$ cat src/rtl/core/wwnp_pkg.sv
// Shared types and constants for the windowed weighted nearest-pose search.
`default_nettype none
package wwnp_pkg;
   localparam int MaxPoseCount = 1024;
   localparam int FeatureCount = 32;
   localparam int WindowSize   = 60;
   localparam int PoseBits     = $clog2(MaxPoseCount);
   localparam int FeatBits     = $clog2(FeatureCount);
   localparam int CountBits    = 11;
   localparam int CostBits     = 38;
   localparam int ElapsedBits  = 21;
   localparam int QueueDepth   = 4;
   localparam int QueueBits    = $clog2(QueueDepth);

   localparam logic [1:0] RegPoseCount = 2'd0;
   localparam logic [1:0] RegMask      = 2'd1;
   localparam logic [1:0] RegPeriod    = 2'd2;

   // One classified item handed from the front to the back.
   typedef struct packed {
      logic                search;
      logic                load;
      logic [PoseBits-1:0] pose_index;
      logic [FeatBits-1:0] feature_index;
      logic [15:0]         feature_value;
      logic [19:0]         delta_time;
   } item_type;

   typedef enum logic [2:0] {
      ST_IDLE, ST_SETUP, ST_MOD, ST_FETCH, ST_ACCUM, ST_CMP, ST_DONE
   } state_type;
endpackage
`default_nettype wire

$ cat src/rtl/core/wwnp_front.sv
// Input classifier and short item queue between front and back.
`default_nettype none
module wwnp_front (
   input  wire logic               clock,
   input  wire logic               reset,
   input  wire logic               req_push,
   output logic                    req_full,
   input  wire logic               req_kind,
   input  wire logic [9:0]         req_pose_index,
   input  wire logic [4:0]         req_feature_index,
   input  wire logic signed [15:0] req_feature_value,
   input  wire logic [19:0]        req_delta_time,
   output logic                    item_valid,
   output wwnp_pkg::item_type      item,
   input  wire logic               item_take
);
   import wwnp_pkg::*;
   item_type                 queue_ff [QueueDepth];
   logic [QueueBits-1:0]     wptr_ff, rptr_ff;
   logic [QueueBits:0]       fill_ff;
   item_type                 new_item;
   logic                     push_ok;

   always_comb begin
      new_item.search        = req_kind && (req_feature_index == FeatBits'(FeatureCount-1));
      new_item.load          = !req_kind;
      new_item.pose_index    = req_pose_index;
      new_item.feature_index = req_feature_index;
      new_item.feature_value = req_feature_value;
      new_item.delta_time    = req_delta_time;
   end

   assign req_full   = (fill_ff == (QueueBits+1)'(QueueDepth));
   assign push_ok    = req_push && !req_full;
   assign item_valid = (fill_ff != '0);
   assign item       = queue_ff[rptr_ff];

   always_ff @(posedge clock) begin
      if (push_ok) queue_ff[wptr_ff] <= new_item;
   end

   always_ff @(posedge clock) begin
      if (reset) begin
         wptr_ff <= '0;
         rptr_ff <= '0;
         fill_ff <= '0;
      end else begin
         if (push_ok) wptr_ff <= wptr_ff + 1'b1;
         if (item_take) rptr_ff <= rptr_ff + 1'b1;
         fill_ff <= fill_ff + (QueueBits+1)'(push_ok) - (QueueBits+1)'(item_take);
      end
   end
endmodule
`default_nettype wire

$ cat config.mk
export PLATFORM = sky130hd
export DESIGN_NAME = wwnp_front
export DESIGN_NICKNAME = d
export VERILOG_FILES = /design/src/rtl/core/wwnp_pkg.sv /design/src/rtl/core/wwnp_front.sv
export SDC_FILE = /design/constraint.sdc
export NUM_CORES = 1
export LEC_CHECK = 0
export BUFFER_PORTS_ARGS = -buffer_cell sky130_fd_sc_hd__buf_2
export CORE_UTILIZATION = 38
export CTS_CLUSTER_SIZE = 28
export DETAILED_ROUTE_END_ITERATION = 8
export PLACE_DENSITY_LB_ADDON = 0.1
export SLEW_MARGIN = 20
export SYNTH_ARGS = -nofsm -noshare
export SYNTH_HDL_FRONTEND = slang
export SYNTH_SLANG_ARGS = --single-unit
$ cat constraint.sdc
create_clock -name clock -period 2.5 [get_ports clock]
set_input_delay 0.25 -clock clock [delete_from_list [all_inputs] [get_ports clock]]
set_output_delay 0.25 -clock clock [all_outputs]
set_load 0.005 [all_outputs]
== Yosys cells after proc, flatten, opt, wreduce, memory -nomap -nowiden ==
Memories as Yosys holds them, arrays and structs flattened. A register that Yosys moved wholly into a read port is not among the register bits.
Index checks and enable logic that the tools add are counted.

* Flip-flop bits (word level): 7
* Memory bits (writable): 212
* Input port bits: 56
* Output and inout bits: 55
* Logic and storage cells: 19
* Memories: 1

{| class="wikitable"
|+ Memories
! memory !! words !! bits a word !! rd ports !! clocked after memory_dff !! write ports !! RTL line !! source
|-
| queue_ff || 4 || 53 || 1 || 1 || 1 || wwnp_front.sv:18 || <nowiki>item_type queue_ff [QueueDepth];</nowiki>
|}

* Add/subtract/negate cells: 4
* Equal/unequal tests: 2
* Mux-type cells: 4
* Reduce and logical (&&, ||, !) cells: 5

{| class="wikitable"
|+ Operator list
! cell !! count
|-
| 5-bit == test (second input constant) || 1
|-
| 2-bit by 1-bit adder with 2-bit output (second input constant) || 2
|-
| 2-bit 2-to-1 mux || 2
|-
| 3-bit by 1-bit adder with 3-bit output || 1
|-
| 3-bit == test (second input constant) || 1
|-
| 3-bit nonzero test || 1
|-
| 3-bit by 1-bit subtractor with 3-bit output || 1
|-
| 1-bit logical AND || 2
|-
| 1-bit logical NOT || 2
|-
| 1-bit 2-to-1 mux || 2
|}

== Depth between registers and ports, before layout ==
Gate-level depths: netlist of the first run.

* Depth in word-level cells: 5
* Depth in mapped cells: 11
* Mapped depth without buffers: 11

== Worst setup path before layout of the first run ==
Ideal clock, no wire load.

* Kind: reg2reg
* Start: register fill_ff[1]
* End: memory queue_ff[2][0] (netlist name), enable pin
* Setup time: 416 ps
* Data arrival time: 2021 ps
* Data required time: 2084 ps
* Setup slack: 63 ps
* Cell stages (with the launch flop): 4
* Path buffers: 0
* Period minus slack after synthesis: 2437 ps
* Cell sequence: dfxtp_1 > nor3b_2 > nor2_1 > and2_1

* Longest elaborated chain between the ends: 5

{| class="wikitable"
|+ Ends and longest elaborated chain
! what !! RTL line !! source
|-
| start: declaration || wwnp_front.sv:20 || <nowiki>logic [QueueBits:0] fill_ff;</nowiki>
|-
| start signal: assignment || wwnp_front.sv:50 || <nowiki>fill_ff <= fill_ff + (QueueBits+1)'(push_ok) - (QueueBits+1)'(item_take);</nowiki>
|-
| 3-bit == test || wwnp_front.sv:33 || <nowiki>assign req_full = (fill_ff == (QueueBits+1)'(QueueDepth));</nowiki>
|-
| named net req_full || wwnp_front.sv:7 || <nowiki>output logic req_full,</nowiki>
|-
| 1-bit logical NOT || wwnp_front.sv:34 || <nowiki>assign push_ok = req_push && !req_full;</nowiki>
|-
| 1-bit logical AND || wwnp_front.sv:34 ||
|-
| 1-bit 2-to-1 mux || wwnp_front.sv:39 || <nowiki>if (push_ok) queue_ff[wptr_ff] <= new_item;</nowiki>
|-
| 1-bit 2-to-1 mux (implied by the code) || wwnp_front.sv:39 ||
|-
| end: declaration || wwnp_front.sv:18 ||
|}

The timed path passes the listed nets, and every way through them passes these cells.

==> impl_metrics.env, run 1 <==
export IMPL_n_antenna_cell=0
export IMPL_pwr_share_clk=0.360
export IMPL_viasPerCell=4.83
export IMPL_synth_warnings=0
export IMPL_drt_iter0_markers=152
export IMPL_drive_gt1_frac=0.397
export IMPL_die_h_microns=149
export IMPL_leakagePower_nw=3.56
export IMPL_worst_slack_ns=0.178
export IMPL_cp_required_ns=2.25
export IMPL_skew_ns=0.00896
export IMPL_grt_overflow=0
export IMPL_cp_start_kind="flop"
export IMPL_synth_cell_types=25
export IMPL_ys_ff_latch=221
export IMPL_gp_congestion=0.670
export IMPL_peakVddDrop_v=0.000417
export IMPL_worstSetupEndpointType="output pin"
export IMPL_drt_wirelength_per_cell_microns=18.8
export IMPL_h_tree_depth=1
export IMPL_grt_usage=0.143
export IMPL_syn_num_nets=392
export IMPL_final_area_sq_um=10400
export IMPL_post_cts_resize_count=0
export IMPL_synth_common_cells="edfxtp_1 (212), mux4_2 (50), dfxtp_1 (9)"
export IMPL_syn_to_final_growth_pct=26.5
export IMPL_clock_sinks=221
export IMPL_antenna_left=0
export IMPL_cts_clk_slew_worst_paths_ns=0.06
export IMPL_insertion_delay_ns=0.50
export IMPL_place_ws_ns=0.335
export IMPL_combPwrFrac=0.132
export IMPL_coreArea_sq_um=21100
export IMPL_yosysTopAreaCell="edfxtp_1"
export IMPL_worstReg2RegStart="fill_ff[1]"
export IMPL_async_flop_share=0
export IMPL_period_minus_slack_ns=2.32
export IMPL_post_cts_buffers=0
export IMPL_rsz0062_at_grt="no"
export IMPL_placementRows=53
export IMPL_powerDensity_nw_per_um2=865
export IMPL_totalWireLength_microns=15200
export IMPL_grt_pass1_wl_microns=23700
export IMPL_fillers=1775
export IMPL_cts_tree="built"
export IMPL_cp_max_fo=19
export IMPL_slew_headroom=0.695
export IMPL_crit_family="flip-flops"
export IMPL_synth_cells=329
export IMPL_slowest_stage="dfxtp_4"
export IMPL_yosys_top_cells_area="edfxtp_1 (78%), mux4_2 (14%), dfxtp_1 (2.2%)"
export IMPL_ios=111
export IMPL_cpPeakStageDelay_ns=0.60
export IMPL_yosys_area_top_type_share=0.778
export IMPL_drc=0
export IMPL_fmax_ghz=0.431
export IMPL_clockBufferDepth=3
export IMPL_clock_root_buffer="clkbuf_16"
export IMPL_whs_ns=0.0228
export IMPL_first_global_vias=4279
export IMPL_final_hold_viol_count=0
export IMPL_fp_dieW_microns=149
export IMPL_critical_path_class="reg -> out"
export IMPL_status="complete, no violations"
export IMPL_p_total_w=0.00896
export IMPL_path_cells="buf_12, mux4_2, buf_2"
export IMPL_p_switching_w=0.00200
export IMPL_drv_cap=0
export IMPL_yosys_most_used_dff="edfxtp_1"
export IMPL_drtPass1Iterations=4
export IMPL_place_area_sq_um=9110
export IMPL_syn_area_sq_um=8180
export IMPL_cts_hold_fix_buffers=51
export IMPL_vias=3907
export IMPL_dp_hpwl_microns=9240
export IMPL_die_area_sq_um=22100
export IMPL_final_max_slew_viol_count=0
export IMPL_finalSetupTns_ns=0
export IMPL_postSynthAreaPerCell_sq_um=24.9
export IMPL_report_final_setup_viol=0
export IMPL_hp_start="reset"
export IMPL_period_share=0.929
export IMPL_grt_max_degree=28
export IMPL_synth_most_common_cell="edfxtp_1"
export IMPL_synth_edf_count=212
export IMPL_yosysSeqAreaShare=0.800
export IMPL_worst_slew_pin_slew_ns=0.457
export IMPL_cts_buffers=24
export IMPL_io_buffers=110
export IMPL_cell_internal_pwr_w=0.00696
export IMPL_hold_class="in -> reg"
export IMPL_initial_core_util=0.388
export IMPL_pwr_share_seq=0.508
export IMPL_crit_arrival_ns=2.07
export IMPL_fin_nets=580
export IMPL_switching_share=0.223
export IMPL_critPathBufInv=2
export IMPL_antenna_found_initial=0
==> final timing paths <==
check | to | slack (ns) | cells after the start
setup / recovery | item[39] | 0.18 | 3
hold / removal | fill_ff[1] | 0.02 | 2
setup reg to reg | fill_ff[2] | 0.34 | 11
hold reg to reg | flop | 0.53 | 2
==> metrics by stage <==
step,instances,utilization
2_1_floorplan,329,-
3_3_place_gp,715,0.432
3_5_place_dp,715,0.432
4_1_cts,809,0.491
5_1_grt,809,0.491
6_report,809,0.491
==> metal layers <==
layer / GRT usage / wire length, microns / part of all wire
met5: 0 / 0 / 0
met1: 0.179 / 6350 / 0.42
met3: 0.0312 / 788 / 0.052
met2: 0.251 / 7800 / 0.51
met4: 0.0393 / 272 / 0.018
==> power by group through the flow <==
stage / clock network, W / logic, W / registers [W]
after floorplan: 0 / 0.000662 / 0.00460
after global placement: 0 / 0.00114 / 0.00461
after detailed placement: 0 / 0.00116 / 0.00464
after CTS: 0.00332 / 0.00123 / 0.00456
after global routing: 0.00346 / 0.00130 / 0.00459
final: 0.00322 / 0.00118 / 0.00455
==> final cells by class <==
| class | instances | area, sq um | share of cell area |
|---|---|---|---|
| flip-flops and latches | 221 | 6550 | 0.633 |
| multi-input cells | 88 | 1480 | 0.142 |
| repair buffers | 175 | 1230 | 0.119 |
| clock buffers | 29 | 641 | 0.0619 |
| well taps | 275 | 344 | 0.0332 |
| clock inverters | 14 | 87.6 | 0.00846 |
| inverters | 7 | 26.3 | 0.00254 |
==> cells by family (layout without fill, tap and decap cells) <==
logic type                 after synthesis  after routing  share of synthesized area
DFF                                    221            221                      0.800
muxes                                   54             54                      0.148
and+or+nand+nor                         22             22                     0.0147
buffers and inverters                   20            225                     0.0208
adders and majority gates                7              7                     0.0116
xor gates and xnor gates                 3              3                    0.00321
AOI/OAI and AO/OA                        2              2                    0.00122
==> cells in the final DEF (no fill, tap or decap), types with 2 or more instances in the layout <==
cell / instances
edfxtp_1: 212
clkinv_1: 8
inv_1: 7
nor2_1: 7
mux4_1: 3
or3_1: 2
dlygate4sd3_1: 51
buf_12: 5
ha_1: 6
clkbuf_1: 4
nand2_1: 2
xor2_1: 2
clkbuf_16: 25
clkinv_2: 4
mux4_2: 50
buf_4: 9
nand2b_1: 2
buf_2: 110
dfxtp_1: 7
and2_4: 3
==> registers in the layout, indices dropped and copies added (netlist names), named ones only <==
| name | cells |
|---|---|
| queue_ff | 212 |
| wptr_ff | 2 |
| fill_ff | 3 |
| rptr_ff | 2 |
(Power assumes the default switching activity.)
==> run 2, diff against run 1 <==
--- a/config.mk
+++ b/config.mk
@@ -6,10 +6,12 @@
 export NUM_CORES = 1
 export LEC_CHECK = 0
 export BUFFER_PORTS_ARGS = -buffer_cell sky130_fd_sc_hd__buf_2
+export CORE_MARGIN = 4
 export CORE_UTILIZATION = 38
 export CTS_CLUSTER_SIZE = 28
 export DETAILED_ROUTE_END_ITERATION = 8
-export PLACE_DENSITY_LB_ADDON = 0.1
+export GPL_ROUTABILITY_DRIVEN = 0
+export PLACE_DENSITY_LB_ADDON = 0.12
 export SLEW_MARGIN = 20
 export SYNTH_ARGS = -nofsm -noshare
 export SYNTH_HDL_FRONTEND = slang
==> run 2 against run 1 <==
Effect of this change:
- sequential share of layout area grew 0.32 points
- clock power shrank 6.2%
- first-iteration DRC count grew 37%
- register-to-register slack lost 0.02 ns
- sequential cell count is the same
- critical path depth is the same
- clock skew grew 0.0033 ns
- highest routed layer unchanged
==> impl_metrics.env, run 2 (same netlist as run 1, synthesis figures left out) <==
export IMPL_status="complete, no violations"
export IMPL_crit_family="flip-flops"
export IMPL_insertion_delay_ns=0.49
export IMPL_coreArea_sq_um=21100
export IMPL_slew_headroom=0.641
export IMPL_postLayoutCoreUtil=0.489
export IMPL_cpPeakStageDelay_ns=0.62
export IMPL_skew_ns=0.0123
export IMPL_dp_hpwl_microns=9420
export IMPL_cp_max_fo=20
export IMPL_leakagePower_nw=3.54
export IMPL_rr_worst_depth=11
export IMPL_viasPerCell=4.80
export IMPL_worst_slew_pin_slew_ns=0.539
export IMPL_reg_top3="queue_ff (212), fill_ff (3)"
export IMPL_layout_commonest_cell="edfxtp_1"
export IMPL_place_ws_ns=0.329
export IMPL_drive_gt1_frac=0.395
export IMPL_cts_buffers=23
export IMPL_grt_max_degree=34
export IMPL_crit_arrival_ns=2.07
export IMPL_grt_usage=0.128
export IMPL_h_tree_depth=1
export IMPL_initial_core_util=0.388
export IMPL_post_cts_buffers=0
export IMPL_totalWireLength_microns=15300
export IMPL_worstReg2RegStart="fill_ff[1]"
export IMPL_worst_hold_path_num_cells=2
export IMPL_first_global_vias=4375
export IMPL_cts_clk_slew_worst_paths_ns=0.05
export IMPL_fillers=1802
export IMPL_antenna_found_initial=0
export IMPL_final_hold_viol_count=0
export IMPL_post_cts_resize_count=0
export IMPL_syn_to_final_growth_pct=25.9
export IMPL_critical_path_class="reg -> out"
export IMPL_antenna_left=0
export IMPL_report_final_setup_viol=0
export IMPL_rrSetupSlack_ns=0.32
export IMPL_die_h_microns=155
export IMPL_vias=3872
export IMPL_final_max_slew_viol_count=0
export IMPL_drc=0
export IMPL_placementRows=53
export IMPL_io_buffers=110
export IMPL_whs_ns=0.0376
export IMPL_period_share=0.929
export IMPL_clock_sinks=221
export IMPL_worstSetupEndpointType="output pin"
export IMPL_drt_wirelength_per_cell_microns=19.0
export IMPL_critPathBufInv=2
export IMPL_drv_cap=0
export IMPL_clock_root_buffer="clkbuf_16"
export IMPL_ios=111
export IMPL_hp_start="reset"
export IMPL_period_minus_slack_ns=2.32
export IMPL_peakVddDrop_v=0.000408
export IMPL_hold_class="in -> reg"
export IMPL_regMostFlops="queue_ff"
export IMPL_cp_start_kind="flop"
export IMPL_cts_tree="built"
export IMPL_rsz0062_at_grt="no"
export IMPL_dp_cells=717
export IMPL_grt_overflow=0
export IMPL_clockBufferDepth=3
export IMPL_fin_nets=581
export IMPL_drtPass1Iterations=4
export IMPL_finalSetupTns_ns=0
export IMPL_n_antenna_cell=0
export IMPL_fmax_ghz=0.431
export IMPL_grt_pass1_wl_microns=23800
export IMPL_cts_hold_fix_buffers=51
export IMPL_powerDensity_nw_per_um2=851
export IMPL_path_cells="buf_4, mux4_2, buf_2"
export IMPL_mostFrequentLayoutCells="edfxtp_1 (212), buf_2 (110), dlygate4sd3_1 (51)"
export IMPL_worst_slack_ns=0.178
export IMPL_fp_dieW_microns=155
export IMPL_cp_required_ns=2.25
export IMPL_die_area_sq_um=23900
export IMPL_drt_iter0_markers=208
export IMPL_slowest_stage="dfxtp_4"
export IMPL_layout_cells_non_filler=807
export IMPL_timing_rr_end="fill_ff[2]"
export IMPL_largest_reg_flops=212
run 2: worst max-delay path by stage:
stage / startpoint / end / slack (ns) / cells past startpoint
after floorplan: fill_ff[1] / queue_ff[2][0] / 0.06 / 3
after global placement: fill_ff[1] / fill_ff[2] / 0.49 / 11
after detailed placement: fill_ff[1] / fill_ff[2] / 0.33 / 11
after CTS: flop / item[52] / 0.1 / 3
after global routing: flop / item[52] / 0.03 / 3
final: flop / item[52] / 0.18 / 3
run 2: final cells by class:
| class | instances | area [sq um] | area share |
|---|---|---|---|
| clock buffer | 31 | 606 | 0.0588 |
| multi-input combinational | 88 | 1470 | 0.143 |
| timing repair buffer | 177 | 1240 | 0.121 |
| tap | 275 | 344 | 0.0334 |
| clock inverter | 8 | 60.1 | 0.00583 |
| inverter | 7 | 26.3 | 0.00255 |
| sequential | 221 | 6550 | 0.636 |
run 2: stage by stage:
step	instance area [sq um]	power, W
after floorplan	8180	0.00526
after global placement	9130	0.00578
after detailed placement	9130	0.00582
after CTS	10300	0.00894
after global routing	10300	0.00920
final	10300	0.00877
run 2: report_power, final:
| group | switching, W | internal, W | total, W |
|---|---|---|---|
| Clock | 0.00123 | 0.00179 | 0.00302 |
| Sequential | 0.000106 | 0.00445 | 0.00455 |
| Combinational | 0.000586 | 0.000615 | 0.00120 |
| Total | 0.00192 | 0.00685 | 0.00877 |
run 2: metal layers:
| layer | GRT usage | share of wire |
|---|---|---|
| met5 | 0 | 0 |
| met4 | 0.0387 | 0.020 |
| met3 | 0.0255 | 0.046 |
| met2 | 0.225 | 0.52 |
| met1 | 0.160 | 0.42 |
